==> src/rtl/core/c2s_pkg.sv <==
// Shared constants, tables and width helpers for the cartesian-to-spherical
// angle core. No dependencies.
package c2s_pkg;

  localparam int DEFAULT_COORD_WIDTH = 24;
  localparam int DEFAULT_ANGLE_WIDTH = 16;
  localparam int DEFAULT_ITERATIONS  = 16;

  // distance field
  localparam int                DIST_W   = 25;
  localparam logic [DIST_W-1:0] DIST_MAX = '1;

  // angle magnitudes are scaled down until they fit this many bits
  localparam int PRESCALE_BITS = 30;

  // angle accumulator: pi is 2^31, needs headroom past +-pi
  localparam int ZW         = 33;
  localparam int ATAN_DEPTH = 24;

  localparam logic signed [ZW-1:0] HALF_PI_UNITS = ZW'(2**30);

  localparam logic [31:0] ATAN_UNITS [ATAN_DEPTH] = '{
    32'h20000000, 32'h12E4051E, 32'h09FB385B, 32'h051111D4, 32'h028B0D43, 32'h0145D7E1,
    32'h00A2F61E, 32'h00517C55, 32'h0028BE53, 32'h00145F2F, 32'h000A2F98, 32'h000517CC,
    32'h00028BE6, 32'h000145F3, 32'h0000A2FA, 32'h0000517D, 32'h000028BE, 32'h0000145F,
    32'h00000A30, 32'h00000518, 32'h0000028C, 32'h00000146, 32'h000000A3, 32'h00000051
  };

  // width of a coordinate difference
  function automatic int mag_width(input int cw);
    return cw + 1;
  endfunction

  // width of a prescaled magnitude on the angle path
  function automatic int ang_mag_width(input int cw);
    return (cw + 1 > PRESCALE_BITS) ? PRESCALE_BITS : cw + 1;
  endfunction

  // root width shared by the distance and horizontal-length square roots
  function automatic int root_width(input int cw);
    int a;
    a = ang_mag_width(cw) + 1;
    return (a > DIST_W + 1) ? a : DIST_W + 1;
  endfunction

endpackage

==> src/rtl/core/c2s_sqrt_cell.sv <==
// One digit cell of the bit-serial square root chain, two radicands side by
// side, plus a carried side vector. Depends on c2s_pkg.
module c2s_sqrt_cell import c2s_pkg::*; #(
  parameter int ROOT_W = root_width(DEFAULT_COORD_WIDTH),
  parameter int STEP   = 0,
  parameter int SIDE_W = 1
) (
  input  logic                  clk_i,
  input  logic                  rst_ni,
  input  logic                  en_i,
  input  logic                  valid_i,
  input  logic [2*ROOT_W-1:0]   rad_a_i,
  input  logic [2*ROOT_W-1:0]   root_a_i,
  input  logic [2*ROOT_W-1:0]   rad_b_i,
  input  logic [2*ROOT_W-1:0]   root_b_i,
  input  logic [SIDE_W-1:0]     side_i,
  output logic                  valid_o,
  output logic [2*ROOT_W-1:0]   rad_a_o,
  output logic [2*ROOT_W-1:0]   root_a_o,
  output logic [2*ROOT_W-1:0]   rad_b_o,
  output logic [2*ROOT_W-1:0]   root_b_o,
  output logic [SIDE_W-1:0]     side_o
);

  localparam int          NW  = 2 * ROOT_W;
  localparam logic [NW:0] BIT = (NW+1)'(1) << (2 * STEP);

  // returns {radicand, root} after one digit
  function automatic logic [2*NW-1:0] digit(input logic [NW-1:0] rad,
                                            input logic [NW-1:0] root);
    logic [NW:0] trial;
    trial = {1'b0, root} + BIT;
    if ({1'b0, rad} >= trial) begin
      return {rad - trial[NW-1:0], (root >> 1) + BIT[NW-1:0]};
    end
    return {rad, root >> 1};
  endfunction

  logic [2*NW-1:0] step_a, step_b;
  logic            valid_q;
  logic [NW-1:0]   rad_a_q, root_a_q, rad_b_q, root_b_q;
  logic [SIDE_W-1:0] side_q;

  assign step_a = digit(rad_a_i, root_a_i);
  assign step_b = digit(rad_b_i, root_b_i);

  always_ff @(posedge clk_i or negedge rst_ni) begin
    if (!rst_ni) begin
      valid_q <= 1'b0;
    end else if (en_i) begin
      valid_q <= valid_i;
    end
  end

  always_ff @(posedge clk_i) begin
    if (en_i) begin
      rad_a_q  <= step_a[2*NW-1:NW];
      root_a_q <= step_a[NW-1:0];
      rad_b_q  <= step_b[2*NW-1:NW];
      root_b_q <= step_b[NW-1:0];
      side_q   <= side_i;
    end
  end

  assign valid_o  = valid_q;
  assign rad_a_o  = rad_a_q;
  assign root_a_o = root_a_q;
  assign rad_b_o  = rad_b_q;
  assign root_b_o = root_b_q;
  assign side_o   = side_q;

endmodule

==> config.mk <==
export PLATFORM = sky130hd
export DESIGN_NAME = c2s_sqrt_cell
export DESIGN_NICKNAME = d
export VERILOG_FILES = /design/src/rtl/core/c2s_pkg.sv /design/src/rtl/core/c2s_sqrt_cell.sv
export SDC_FILE = /design/constraint.sdc
export NUM_CORES = 1
export LEC_CHECK = 0
export BUFFER_PORTS_ARGS = -buffer_cell sky130_fd_sc_hd__buf_2
export CORE_ASPECT_RATIO = 0.9
export CORE_MARGIN = 8
export CORE_UTILIZATION = 23
export CTS_BUF_LIST = sky130_fd_sc_hd__clkbuf_4
export CTS_CLUSTER_SIZE = 8
export DETAILED_ROUTE_END_ITERATION = 12
export PLACE_DENSITY = 0.45
export SYNTH_ARGS = -nofsm -noshare
export SYNTH_HDL_FRONTEND = slang
export SYNTH_SLANG_ARGS = --single-unit
==> constraint.sdc <==
create_clock -name clk_i -period 0.8 [get_ports clk_i]
set_input_delay 0.12 -clock clk_i [delete_from_list [all_inputs] [get_ports clk_i]]
set_output_delay 0.12 -clock clk_i [all_outputs]
set_load 0.1 [all_outputs]
### Yosys cells after proc, flatten, opt, wreduce, memory -nomap -nowiden

Index checks and enable logic that the tools add are counted.

* register bits after elaboration: 210
* bits of input ports: 213
* logic and storage cells: 22

* add/sub/neg operators: 6
* order comparisons: 2
* mux-type cells: 6

Operators with widths (count)
* 2-to-1 mux 104 bit: 4
* adder 52 x 1 -> 53 bit (second input constant): 2
* greater-or-equal comparator 52 x 53 -> 1 bit: 2
* adder 51 x 1 -> 52 bit (second input constant): 2
* subtractor 52 bit: 2
* 2-to-1 mux 1 bit: 2

### Logic depth before layout (Yosys ltp)

* word-level depth: 4
* depth in mapped cells: 25

### Least setup slack after synthesis

No wires, ideal clock.

* path type: input -> register
* from: in root_a_i[1]
* to: reg rad_a_q[35] (netlist: rad_a_o[35]) (data pin)
* library setup time: 0.260 ns
* arrival time: 4.575 ns
* required time: 0.540 ns
* path slack: -4.035 ns
* cell stages on the path: 22
* buffers on the path: 3
* path through: ha_1 nand3_1 nor3_2 nand3_1 nor2_1 nand3_1 nor4_2 nand2_1 nor3_1 nand2_1 xor2_1 ha_1 buf_4 and3_1 nand2_2 or4_1 o21a_1 a21oi_2 o21a_1 buf_4 buf_2 mux2_2

* cells in the longest elaborated chain, start to end: 4
* elaborated cells between the ends (all ways): 6

Ends and longest elaborated chain
* from (decl): RTL line c2s_sqrt_cell.sv:13 `input logic [2*ROOT_W-1:0] root_a_i,`
* adder 52 x 1 -> 53 bit *: RTL line c2s_sqrt_cell.sv:32 `trial = {1'b0, root} + BIT;`
* subtractor 52 bit / greater-or-equal comparator 52 x 53 -> 1 bit (equally long branches): RTL line c2s_sqrt_cell.sv:34, c2s_sqrt_cell.sv:33
* 2-to-1 mux 104 bit / 2-to-1 mux 1 bit (equally long branches): RTL line c2s_sqrt_cell.sv:33 `if ({1'b0, rad} >= trial) begin`
* 2-to-1 mux 104 bit *: RTL line c2s_sqrt_cell.sv:36 `return {rad, root >> 1};`
* via step_a[87]: RTL line c2s_sqrt_cell.sv:39 `logic [2*NW-1:0] step_a, step_b;`
* to (signal assigned): RTL line c2s_sqrt_cell.sv:57 `rad_a_q <= step_a[2*NW-1:NW];`
* to (decl): RTL line c2s_sqrt_cell.sv:41 `logic [NW-1:0] rad_a_q, root_a_q, rad_b_q, root_b_q;`

The timed path passes the listed nets; every way through them passes the cells marked *. The select of a mux whose other input is x is not followed.
A chain may end at the register's enable or synchronous reset.

### Worst setup path after layout

* from: in root_a_i[11]
* to: reg root_a_q[41] (netlist: root_a_o[41]) (data pin)

* cells in the longest elaborated chain, start to end: 4
* elaborated cells between the ends (all ways): 6

Ends and longest elaborated chain
* adder 52 x 1 -> 53 bit: RTL line c2s_sqrt_cell.sv:32
* greater-or-equal comparator 52 x 53 -> 1 bit: RTL line c2s_sqrt_cell.sv:33
* 2-to-1 mux 1 bit: RTL line c2s_sqrt_cell.sv:33
* 2-to-1 mux 104 bit *: RTL line c2s_sqrt_cell.sv:36
* via step_a[41]: RTL line c2s_sqrt_cell.sv:39
* to (signal assigned): RTL line c2s_sqrt_cell.sv:58 `root_a_q <= step_a[NW-1:0];`
* to (decl): RTL line c2s_sqrt_cell.sv:41

Marked as above.

==> reports/results.ini <==
[setup_path]
worstSetupPathType = input port to flop
critPathMaxFanout = 4
ff2ff_setup_slack_ns = -0.07
cp-end-kind = flop
r2r_cells = 1
worst_ep_arrival_time_ns = 4.45
critPathLaunchType = input port
r2r-start = valid_o$_DFFE_PN0P_
startpoint = root_a_i[11]
r2r_end = valid_o$_DFFE_PN0P_
cp.required_ns = 1.32

[place]
gp_congestion = 0.9797
place_ws_ns = -4.309
dpl_cell_area_um2 = 30620
placed_cells = 4178
dp_hpwl_um = 76060
io_buffers = 422

[grt]
antenna_found_initial = 9
grt_pass1_wl_um = 141100
grt_pass1_vias = 22880
grt_max_degree = 29
grt_use_total_pct = 21.43
grt_overflow = 0

[synthesis]
synth_edf_count = 209
syn_area_per_cell_um2 = 8.801
yosysSeqAreaShare_pct = 35.96
syn-num-nets = 2314
ys_ff_latch = 210
syn_inst = 1991
synthFlopType = edfxtp_1
synth.distinct_cells = 84
syn-cell-area_um2 = 17520
ys_warn_count = 0
ys_async_sr_fraction_pct = 0.4762

[worst_hold_path]
min_path_type = input port to flop
min_from = rad_b_i[12]
worst_hold_path.endpoint = rad_b_o[12]$_DFFE_PP_
hold_depth = 5

[die]
chipHeight_um = 277.9
dieArea_um2 = 85290
coreArea_um2 = 75790
die_x_um = 307.0
rows = 96
initial_core_util_pct = 23.12
io_pins = 423

[cts]
cts-root-buf = clkbuf_4
cts_buffers = 66
clock_path_buffers = 3
clock_latency_ns = 0.77
cts.sinks = 210
clk_transition_reported_paths_ns = 0.06
postCtsHoldBufs = 223
cts_tree = built
htree_levels = 3

[routing]
ant_nets = 0
drc = 0
via_count = 22380
routedWlPerCell_um = 21.33
drtPass1Iterations = 5
drt_wl_total_um = 99830
drt-initial-drc-count = 1313
vias_per_cell = 4.783

[sta]
setup_viol = 420
worst_slew_pin_slew_ns = 0.5662
period_needed_ns = 3.933
fin_crit_sh_pct = 491.7
fin_worst_skew_ns = 0
rsz0062_at_grt = yes
hold_viol = 2
fin_ws_ns = -3.133
max_freq_mhz = 254.2
maxSlewViolCount = 0
holdWs_ns = -0.02974
max_slew_margin_pct = 61.85

[pwr]
p_leak_nw = 17.13
total_power_mw = 59.86
switching_power_mw = 26.02
switching_share_pct = 43.47
share_seq_of_total_power_pct = 24.9
p_comb_share_pct = 56.3
pwr_density_cell_nw_per_um2 = 1563
p_int_mw = 33.84
pwr-share-clk_pct = 18.8
vdd_drop_max_uv = 923.0

[layout]
drive_gt1_share_pct = 54.36
fin_util_pct = 50.53
nFillCells = 6760
area_delta_synth_final_pct = 118.5
instances_no_fill = 4680
nNetsFinal = 3920
final_area_um2 = 38300

[status]
status = finished, violations left
violations = hold timing, setup timing

[run]
drv_cap = 0

==> cell type report <==
cell class              instances  area, µm²  share of cell area, %
well taps                    1029       1287                  3.362
multi-input cells            1636      13520                  35.32
inverters                      57      216.5                 0.5652
repair buffers               1626      16140                  42.14
flip-flops and latches        210       6305                  16.46
diodes                          7      17.52                0.04574
clock buffers                  83      623.1                  1.627
clock inverters                32      182.7                 0.4770
==> critical path, stage by stage <==
cell and delay [ns]:
buf_2 0.14, nand2_1 0.14, nor3_2 0.27, nand3_2 0.14, nor2_4 0.15, nand3_4 0.12, buf_4 0.15, or4_4 0.49
nor4_4 0.20, nand2_1 0.11, xor2_1 0.17, ha_1 0.37, nand3_4 0.12, nor3_2 0.19, nand3_2 0.14, o21a_4 0.25
a21oi_4 0.18, o21ai_4 0.16, nor3_4 0.24, buf_12 0.16, buf_12 0.10, buf_6 0.09, nand2b_4 0.07, xnor2_4 0.16
==> power by group through the flow <==
stage,Sequential (mW),Combinational [mW],Clock (mW)
floorplan,23.2,6.62,0
global placement,15.2,28.1,0
detailed placement,15.1,28.2,0
CTS,15.0,30.4,11.6
global route,15.0,35.0,12.0
finish,14.9,33.7,11.2
==> state kept, by name, summed over array words and instances, names as in the netlist <==
name	cells
valid_o	1
side_o	1
rad_b_o	52
root_a_o	52
rad_a_o	52
root_b_o	52
==> routing by layer <==
metal	vias to the layer above	part of all wire [%]	routed length [µm]	global-route usage, %
met5	-	0.057	57	0
met4	8	3.8	3826	7.250
met3	199	7.0	7027	4.962
met2	849	49	48660	36.97
met1	10870	40	40260	26.04
li1	10460	-	-	-
==> kinds of logic (layout without fill, tap and decap cells) <==
logic type	Yosys count	count (layout)	share of synthesized area [%]
compound gates	433	433	15.12
xor+xnor	296	296	14.79
fa+ha+maj	110	110	7.940
buf+inv	145	1798	3.677
flops	210	210	35.96
mux	13	13	0.8354
other cells	0	7	0
simple gates	784	784	21.68
==> metrics by stage <==
| stage | hold WS, ns | TNS [ns] |
|---|---|---|
| after floorplan | -0.1756 | -722.10 |
| after global placement | -0.1050 | -850.80 |
| after detailed placement | -0.09897 | -849.61 |
| after CTS | -0.1420 | -748.70 |
| after global routing | -0.05108 | -793.79 |
| final | -0.02974 | -761.66 |
==> cell usage after synthesis, drive strengths merged, types with 13 or more instances <==
library cell    n  area share (%)
nand2         285             6.1
a31oi          21            0.82
nor2          140             3.1
nor3           58             1.8
a21o           41             1.8
a21oi         114             3.3
edfxtp        209              36
nand3          93             2.7
and3           42             1.5
xor2          148             7.4
ha            108             7.7
inv            57             1.2
nand2b         13            0.46
xnor2         148             7.4
buf            48             1.6
o21ai         159             4.6
mux2           13            0.84
nand4          63             2.3
clkbuf         40            0.87
nor4           26             1.1
o21bai         26             1.1
==> how the worst max path moves through the flow <==
stage | to | slack, ns
final | root_a_o[41]$_DFFE_PP_ | -3.13
after CTS | root_a_o[45]$_DFFE_PP_ | -3.00
after global placement | root_a_o[46]$_DFFE_PP_ | -4.33
after floorplan | root_a_o[45]$_DFFE_PP_ | -3.49
after global routing | root_a_o[45]$_DFFE_PP_ | -3.20
after detailed placement | root_a_o[39]$_DFFE_PP_ | -4.31
==> what timing repair did <==
item | 4_1_cts | 5_1_grt
pin swaps | 89 | 185
cloned | 4 | 22
endpoints found under the hold margin | 419 | 8
resized for setup | 199 | 514
buffers inserted | 74 | 81
setup endpoints to repair | 419 | 419
==> cell usage in the layout, fill, tap and decap left out, types with 31 or more instances in the layout <==
cell	synthesis	final
xnor2_1	148	115
ha_1	108	96
nand2_4	0	60
nand4_1	61	61
a21oi_1	112	88
dlygate4sd3_1	0	223
inv_1	57	55
buf_2	36	207
o21ai_2	1	62
xor2_1	148	127
buf_4	6	835
nand2_2	1	57
buf_12	0	249
clkbuf_4	0	83
and3_1	42	33
o21ai_1	10	50
edfxtp_1	209	209
nand2_1	284	166
o21ai_0	148	44
nor2_1	138	100
nor3_4	2	31
buf_6	4	74
a21o_1	41	40
nand3_1	92	70
(Power assumes the default switching activity.)
