<file path="src/rtl/core/c2s_pkg.sv">
// Shared constants, tables and width helpers for the cartesian-to-spherical
// angle core. No dependencies.
package c2s_pkg;

  localparam int DEFAULT_COORD_WIDTH = 24;
  localparam int DEFAULT_ANGLE_WIDTH = 16;
  localparam int DEFAULT_ITERATIONS  = 16;

  // distance field
  localparam int                DIST_W   = 25;
  localparam logic [DIST_W-1:0] DIST_MAX = '1;

  // angle magnitudes are scaled down until they fit this many bits
  localparam int PRESCALE_BITS = 30;

  // angle accumulator: pi is 2^31, needs headroom past +-pi
  localparam int ZW         = 33;
  localparam int ATAN_DEPTH = 24;

  localparam logic signed [ZW-1:0] HALF_PI_UNITS = ZW'(2**30);

  localparam logic [31:0] ATAN_UNITS [ATAN_DEPTH] = '{
    32'h20000000, 32'h12E4051E, 32'h09FB385B, 32'h051111D4, 32'h028B0D43, 32'h0145D7E1,
    32'h00A2F61E, 32'h00517C55, 32'h0028BE53, 32'h00145F2F, 32'h000A2F98, 32'h000517CC,
    32'h00028BE6, 32'h000145F3, 32'h0000A2FA, 32'h0000517D, 32'h000028BE, 32'h0000145F,
    32'h00000A30, 32'h00000518, 32'h0000028C, 32'h00000146, 32'h000000A3, 32'h00000051
  };

  // width of a coordinate difference
  function automatic int mag_width(input int cw);
    return cw + 1;
  endfunction

  // width of a prescaled magnitude on the angle path
  function automatic int ang_mag_width(input int cw);
    return (cw + 1 > PRESCALE_BITS) ? PRESCALE_BITS : cw + 1;
  endfunction

  // root width shared by the distance and horizontal-length square roots
  function automatic int root_width(input int cw);
    int a;
    a = ang_mag_width(cw) + 1;
    return (a > DIST_W + 1) ? a : DIST_W + 1;
  endfunction

endpackage

</file>
<file path="src/rtl/core/c2s_front.sv">
// Front end: differences, magnitudes, prescale, squares and sums of squares.
// Four register stages. Depends on c2s_pkg.
module c2s_front import c2s_pkg::*; #(
  parameter int COORD_WIDTH = DEFAULT_COORD_WIDTH
) (
  input  logic                                         clk_i,
  input  logic                                         rst_ni,
  input  logic                                         en_i,
  input  logic                                         valid_i,
  input  logic signed [COORD_WIDTH-1:0]                from_x_i,
  input  logic signed [COORD_WIDTH-1:0]                from_y_i,
  input  logic signed [COORD_WIDTH-1:0]                from_z_i,
  input  logic signed [COORD_WIDTH-1:0]                to_x_i,
  input  logic signed [COORD_WIDTH-1:0]                to_y_i,
  input  logic signed [COORD_WIDTH-1:0]                to_z_i,
  output logic                                         valid_o,
  output logic        [2*root_width(COORD_WIDTH)-1:0]  dsum_o,
  output logic        [2*root_width(COORD_WIDTH)-1:0]  hsum_o,
  output logic signed [ang_mag_width(COORD_WIDTH):0]   ax_o,
  output logic signed [ang_mag_width(COORD_WIDTH):0]   ay_o,
  output logic signed [ang_mag_width(COORD_WIDTH):0]   az_o,
  output logic                                         sat_o
);

  localparam int MAG_W  = mag_width(COORD_WIDTH);
  localparam int AMW    = ang_mag_width(COORD_WIDTH);
  localparam int NW     = 2 * root_width(COORD_WIDTH);
  localparam int ME_W   = (MAG_W > DIST_W) ? MAG_W : DIST_W;
  localparam int SH_MAX = (MAG_W > PRESCALE_BITS) ? MAG_W - PRESCALE_BITS : 0;
  localparam int SHW    = (SH_MAX > 0) ? $clog2(SH_MAX + 1) : 1;

  logic [3:0] v_q;

  // stage 0: differences
  logic signed [MAG_W-1:0] d_q [3];

  // stage 1 logic
  logic [MAG_W-1:0]        mg   [3];
  logic [ME_W-1:0]         mext [3];
  logic [DIST_W-1:0]       dmag [3];
  logic [AMW-1:0]          am   [3];
  logic signed [AMW:0]     a    [3];
  logic [MAG_W-1:0]        big;
  logic [SHW-1:0]          sh;
  logic                    sat;

  // stage 1..3 registers
  logic [DIST_W-1:0]       dmag_q [3];
  logic [AMW-1:0]          am_q   [2];
  logic signed [AMW:0]     a1_q   [3];
  logic signed [AMW:0]     a2_q   [3];
  logic signed [AMW:0]     a3_q   [3];
  logic                    sat1_q, sat2_q, sat3_q;
  logic [2*DIST_W-1:0]     dsq_q  [3];
  logic [2*AMW-1:0]        hsq_q  [2];
  logic [NW-1:0]           dsum_q, hsum_q;

  always_ff @(posedge clk_i or negedge rst_ni) begin
    if (!rst_ni) begin
      v_q <= '0;
    end else if (en_i) begin
      v_q <= {v_q[2:0], valid_i};
    end
  end

  always_comb begin
    sat = 1'b0;
    big = '0;
    sh  = '0;
    for (int k = 0; k < 3; k++) begin
      mg[k]   = d_q[k][MAG_W-1] ? MAG_W'(-d_q[k]) : MAG_W'(d_q[k]);
      mext[k] = ME_W'(mg[k]);
      if (mext[k] >= ME_W'(DIST_MAX)) begin
        sat = 1'b1;
      end
      dmag[k] = mext[k][DIST_W-1:0];
      if (mg[k] > big) begin
        big = mg[k];
      end
    end
    // smallest common shift that brings every magnitude under the prescale limit
    for (int s = SH_MAX; s >= 0; s--) begin
      if ((big >> (s + PRESCALE_BITS)) == '0) begin
        sh = SHW'(s);
      end
    end
    for (int k = 0; k < 3; k++) begin
      am[k] = AMW'(mg[k] >> sh);
      a[k]  = d_q[k][MAG_W-1] ? -$signed({1'b0, am[k]}) : $signed({1'b0, am[k]});
    end
  end

  always_ff @(posedge clk_i) begin
    if (en_i) begin
      d_q[0] <= MAG_W'(to_x_i) - MAG_W'(from_x_i);
      d_q[1] <= MAG_W'(to_y_i) - MAG_W'(from_y_i);
      d_q[2] <= MAG_W'(to_z_i) - MAG_W'(from_z_i);

      dmag_q <= dmag;
      am_q[0] <= am[0];
      am_q[1] <= am[1];
      a1_q   <= a;
      sat1_q <= sat;

      for (int k = 0; k < 3; k++) begin
        dsq_q[k] <= (2*DIST_W)'(dmag_q[k]) * (2*DIST_W)'(dmag_q[k]);
      end
      for (int k = 0; k < 2; k++) begin
        hsq_q[k] <= (2*AMW)'(am_q[k]) * (2*AMW)'(am_q[k]);
      end
      a2_q   <= a1_q;
      sat2_q <= sat1_q;

      dsum_q <= NW'(dsq_q[0]) + NW'(dsq_q[1]) + NW'(dsq_q[2]);
      hsum_q <= NW'(hsq_q[0]) + NW'(hsq_q[1]);
      a3_q   <= a2_q;
      sat3_q <= sat2_q;
    end
  end

  assign valid_o = v_q[3];
  assign dsum_o  = dsum_q;
  assign hsum_o  = hsum_q;
  assign ax_o    = a3_q[0];
  assign ay_o    = a3_q[1];
  assign az_o    = a3_q[2];
  assign sat_o   = sat3_q;

endmodule

</file>
<file path="config.mk">
export PLATFORM = sky130hd
export DESIGN_NAME = c2s_front
export DESIGN_NICKNAME = d
export VERILOG_FILES = /design/src/rtl/core/c2s_pkg.sv /design/src/rtl/core/c2s_front.sv
export SDC_FILE = /design/constraint.sdc
export NUM_CORES = 2
export LEC_CHECK = 0
export BUFFER_PORTS_ARGS = -buffer_cell sky130_fd_sc_hd__buf_2
export CORE_ASPECT_RATIO = 0.9
export CORE_MARGIN = 3
export CORE_UTILIZATION = 35
export CTS_BUF_LIST = sky130_fd_sc_hd__clkbuf_2 sky130_fd_sc_hd__clkbuf_4 sky130_fd_sc_hd__clkbuf_8
export CTS_CLUSTER_SIZE = 12
export DETAILED_ROUTE_END_ITERATION = 6
export GPL_ROUTABILITY_DRIVEN = 0
export PLACE_DENSITY = 0.58
export SLEW_MARGIN = 20
export SYNTH_ARGS = -nofsm -noshare
export SYNTH_HDL_FRONTEND = slang
export SYNTH_SLANG_ARGS = --single-unit
</file>
<file path="constraint.sdc">
create_clock -name clk_i -period 8.6 [get_ports clk_i]
set_input_delay 0.43 -clock clk_i [delete_from_list [all_inputs] [get_ports clk_i]]
set_output_delay 0.43 -clock clk_i [all_outputs]
set_load 0.1 [all_outputs]
</file>
### Yosys cells after proc, flatten, opt, wreduce, memory -nomap -nowiden

Memory sizes are Yosys's and may differ from the RTL's.
Cells that the tools add are included.

* register bits after elaboration: 420
* RAM bits: 375
* bits of input ports: 148
* output and inout port bits: 184
* word-level logic and storage cells: 55
* memories: 4

Memory list
* dsq_q: words 3, width 50, rd ports 3, clocked after memory_dff 0, write ports 3, RTL line c2s_front.sv:54 `logic [2*DIST_W-1:0] dsq_q [3];`
* hsq_q: words 2, width 50, rd ports 2, clocked after memory_dff 0, write ports 2, RTL line c2s_front.sv:55 `logic [2*AMW-1:0] hsq_q [2];`
* d_q: words 3, width 25, rd ports 3, clocked after memory_dff 0, write ports 3, RTL line c2s_front.sv:35 `logic signed [MAG_W-1:0] d_q [3];`
* am_q: words 2, width 25, rd ports 2, clocked after memory_dff 0, write ports 2, RTL line c2s_front.sv:49 `logic [AMW-1:0] am_q [2];`

* add/subtract/negate cells: 12
* multipliers: 5
* order comparisons: 3
* muxes and demuxes: 9
* reduce and logical (&&, ||, !) cells: 1

Operators with widths (count)
* 25-bit by 25-bit multiplier with 50-bit output: 5
* 25-bit two-way mux: 6
* 50-bit by 50-bit adder with 51-bit output: 2
* 25-bit negation with 26-bit output: 3
* 25-bit >= comparator (second input constant): 3
* 25-bit negation: 3
* 24-bit by 24-bit subtractor with 25-bit output: 3
* 51-bit by 50-bit adder with 52-bit output: 1
* 1-bit two-way mux: 3
* 2-bit OR reduction: 1

### Longest topological paths before layout

An unclocked memory read counts as a cell.

* word-level depth: 5
* gate-level depth with buffers: 29
* depth with buffers taken out: 27

### Least setup slack after synthesis

No wires, ideal clock.

* path kind: register to register
* start: reg dmag_q[2] (netlist bit)
* end: mem dsq_q[0][149] (netlist bit) (data pin)
* setup time: 0.260 ns
* data arrival time: 7.296 ns
* required time: 8.340 ns
* slack: 1.044 ns
* cell stages (with the launch flop): 27
* buffers on the path: 2
* clock period less this slack: 7.556 ns
* cells stage by stage: edfxtp_1 -> clkbuf_1 -> clkbuf_1 -> nand2_1 -> fa_1 -> inv_1 -> fa_1 -> inv_1 -> fa_1 -> inv_1 -> fa_1 -> inv_1 -> fa_1 -> inv_1 -> fa_1 -> fa_1 -> ha_1 -> and3_1 -> and2_1 -> a2111oi_0 -> o31ai_1 -> a21o_1 -> a21oi_1 -> o311ai_0 -> a311o_1 -> a21oi_1 -> xnor2_1

RTL lines
* start: declaration: RTL line c2s_front.sv:48 `logic [DIST_W-1:0] dmag_q [3];`
* start signal: assignment: RTL line c2s_front.sv:99 `dmag_q <= dmag;`
* end: declaration: RTL line c2s_front.sv:54

==> results by group <==
Global routing
  – GRT overflow: 0
  – First-pass GRT wire length: 350 mm
  – Vias in the first global route: 61.9k
  – Global Route met1 Usage: 24.9%
  – Largest net degree at the start of global routing: 141
  – Initial antenna violation count: 15
  – Met3 GRT Util: 2.70%
  – Busiest grt layer: met2
  – GR Util met2: 28.9%
  – Gr usage total: 17.9%

Routing
  – Routed Antenna Nets: 0
  – Drt first pass iters: 6
  – Iteration-0 DRC count of the detailed router: 3802
  – DRC Markers: 0
  – DR vias: 57.7k
  – Routed WL: 219 mm
  – DR WL/cell: 18.4 microns
  – Vias per cell: 4.82

Timing
  – Minimum hold slack: 0.0817 ns
  – RSZ-0062 raised after global routing: false
  – Hold Fails Final Rpt: 0
  – Fmax achieved: 123 MHz
  – Slew HR: 33.6%
  – Slew Viols, Final: 0
  – Clk_skew: 0.0699 ns
  – Setup violators final: 0
  – Setup TNS: 0 ns
  – Min setup slack post-route: 0.471 ns
  – Worst slew pin tran: 0.996 ns
  – Part of the cycle the worst path needs: 94.5%
  – Post-route minimum period: 8.13 ns

Clock tree
  – Clk buf depth: 3
  – Hold_buf cts: 12
  – Post-CTS sizing: 0
  – # clock sinks: 635
  – Clock Root Buffer: clkbuf_8
  – # H-tree levels: 3
  – TritonCTS clock tree: built
  – Num CTS Buffers: 110
  – Clock slew seen by the registers of the worst setup and hold paths: 0.06 ns
  – Number of post-CTS setup repair buffers: 0
  – Clk_lat worst skew: 0.84 ns

Place
  – Post-DP HPWL: 183 mm
  – Pre-CTS WS: 0.512 ns
  – IO buf count: 330

Setup path
  – Critical path class: reg -> reg
  – CP Launch Type: flop
  – WP data arrival: 8.71 ns
  – CP Launch Point: dmag_q[28]
  – Crit path capture type: flop
  – Crit-path max cell delay: 0.76 ns
  – RR Startpoint: dmag_q[28]
  – CP Max Fanout: 15
  – Cell mode on critical path: fa_1
  – WP data required: 9.18 ns
  – Slowest cell on the critical path: edfxtp_1

Floorplanning
  – IO Pins: 332
  – Core Box Area: 240000 sq um
  – Die Area: 248000 sq um
  – Die Y: 473 microns
  – Starting Density: 35.4%
  – Die Width: 525 microns
  – Rows: 170

Logic synthesis
  – #FFs+latches synth: 635
  – Sequential cell area fraction in the yosys report: 22.5%
  – Distinct cells, synth: 86
  – EDFF count, synth: 631
  – Synthesized area: 84800 sq um
  – Top_reg_cell synth: edfxtp_1
  – Asr flop ratio synth: 0.630%
  – Synth Warn #: 0
  – Post-Syn Area per Cell: 10.2 sq um
  – Cells after Synth: 8320

Final layout
  – Fillcell total: 23.5k
  – Layout Nets: 11.0k
  – Synthesis-to-layout area growth: 9.63%
  – Share of cells above drive strength 1: 7.92%

Run
  – Number of max-cap violations: 0

Min path
  – Worst hold path class: in -> reg
  – Hold_sp: to_y_i[22]

Outcome
  – Status: finished, final reports clean
[synth_stat cells, types with 7 or more instances]
cell type	count	share of area [%]
nor3b_1	8	0.071
a221o_1	9	0.11
clkbuf_1	224	0.99
a21o_1	164	1.5
nand2b_1	48	0.35
a211oi_1	31	0.27
inv_1	2129	9.4
o41ai_1	15	0.15
mux2_2	10	0.13
o21bai_1	37	0.33
o31ai_1	45	0.40
nand4_1	36	0.27
a31oi_1	34	0.25
or4_1	9	0.080
and3_1	33	0.24
a2111oi_0	7	0.072
ha_1	734	11
o21ai_0	202	1.2
a221oi_1	13	0.13
a41oi_1	8	0.083
a21boi_0	11	0.097
nand3_1	69	0.41
nor3_1	60	0.35
nor2b_1	51	0.38
and4_1	9	0.093
a21oi_1	277	1.6
edfxtp_1	631	22
fa_1	1451	34
nor4_1	12	0.089
o21a_1	43	0.38
and2_1	379	2.8
o211ai_1	13	0.12
nand2_1	670	3.0
xor2_1	112	1.2
or3_1	23	0.17
xnor2_1	332	3.4
mux2i_1	7	0.083
or2_2	24	0.18
nor2_1	259	1.1
[flip-flops by register name, indices dropped and copies added, names as in the netlist]
signal  count
az_o       26
hsum_o     51
dsq_q     144
v_q         4
d_q        75
a1_q       75
sat2_q      1
dsum_o     52
sat_o       1
ay_o       26
dmag_q     74
sat1_q      1
a2_q       78
ax_o       26
am_q        1
[worst paths after layout]
kind | to | slack [ns] | cells past startpoint
setup reg to reg | dsq_q[0][94] | 0.47 | 28
hold / removal | d_q[0][47] | 0.08 | 3
max in group asynchronous | v_q[1] | 7.88 | 3
min in group asynchronous | v_q[2] | 0.55 | 3
hold reg to reg | a2_q[6] | 0.38 | 0
setup / recovery | dsq_q[0][94] | 0.47 | 28
[stage by stage]
stage               area, sq um  cells  util, %
floorplan                 84800   8324        -
global placement          90600  11700     37.8
detailed placement        90600  11700     37.8
CTS                       92900  12000     38.8
global route              92900  12000     38.8
finish                    92900  12000     38.8
[cells by family (layout without fill, tap and decap cells)]
kind of cell	count (synthesis)	in the layout	synth area share [%]
XOR/XNOR	445	445	4.61
AND/OR/NAND/NOR	1714	1714	9.85
multiplexers	17	17	0.216
buffers and inverters	2360	2810	10.5
adder cells (fa/ha/maj)	2185	2185	45.1
flip-flops	635	635	22.5
other	1	9	0.00442
AO/OA/AOI/OAI	963	963	7.29
[cell type report]
class / count / area [sq um] / area share [%]
clock inverter: 73 / 523 / 0.563
clock buffer: 131 / 1680 / 1.81
antenna: 4 / 10.0 / 0.0108
multi-input combinational: 5329 / 56900 / 61.2
inverter: 2131 / 8000 / 8.61
sequential: 635 / 19000 / 20.5
tap: 3182 / 3980 / 4.28
timing repair buffer: 475 / 2820 / 3.03
[layer usage]
metal / wire [microns] / vias up
li1: - / 26600
met1: 97400 / 29300
met2: 102000 / 1539
met3: 13400 / 280
met4: 7110 / 0
met5: 0 / -
[placed cells by master, fill, tap and decap left out, types with 31 or more instances in the layout]
master,instances
a211oi_1,31
a21o_1,164
a21oi_1,277
a31oi_1,34
and2_1,379
and3_1,33
buf_2,329
buf_4,130
clkbuf_8,111
edfxtp_1,631
fa_1,1451
ha_1,734
inv_1,2129
nand2_1,670
nand2b_1,48
nand3_1,69
nand4_1,36
nor2_1,259
nor2b_1,51
nor3_1,60
o21a_1,43
o21ai_0,202
o21bai_1,37
o31ai_1,45
xnor2_1,332
xor2_1,112
[critical path: cells and delay by family (launching register included)]
| kind | cells | cell delay, ns |
|---|---|---|
| AOI/OAI and AO/OA | 6 | 1.22 |
| buffers and inverters | 9 | 1.21 |
| xor gates and xnor gates | 1 | 0.16 |
| DFF | 1 | 0.76 |
| adders and majority gates | 8 | 3.87 |
| and+or+nand+nor | 4 | 0.69 |
Power is not shown: default switching activity piles up to over one toggle a cycle in this logic, so the estimate is an artifact.
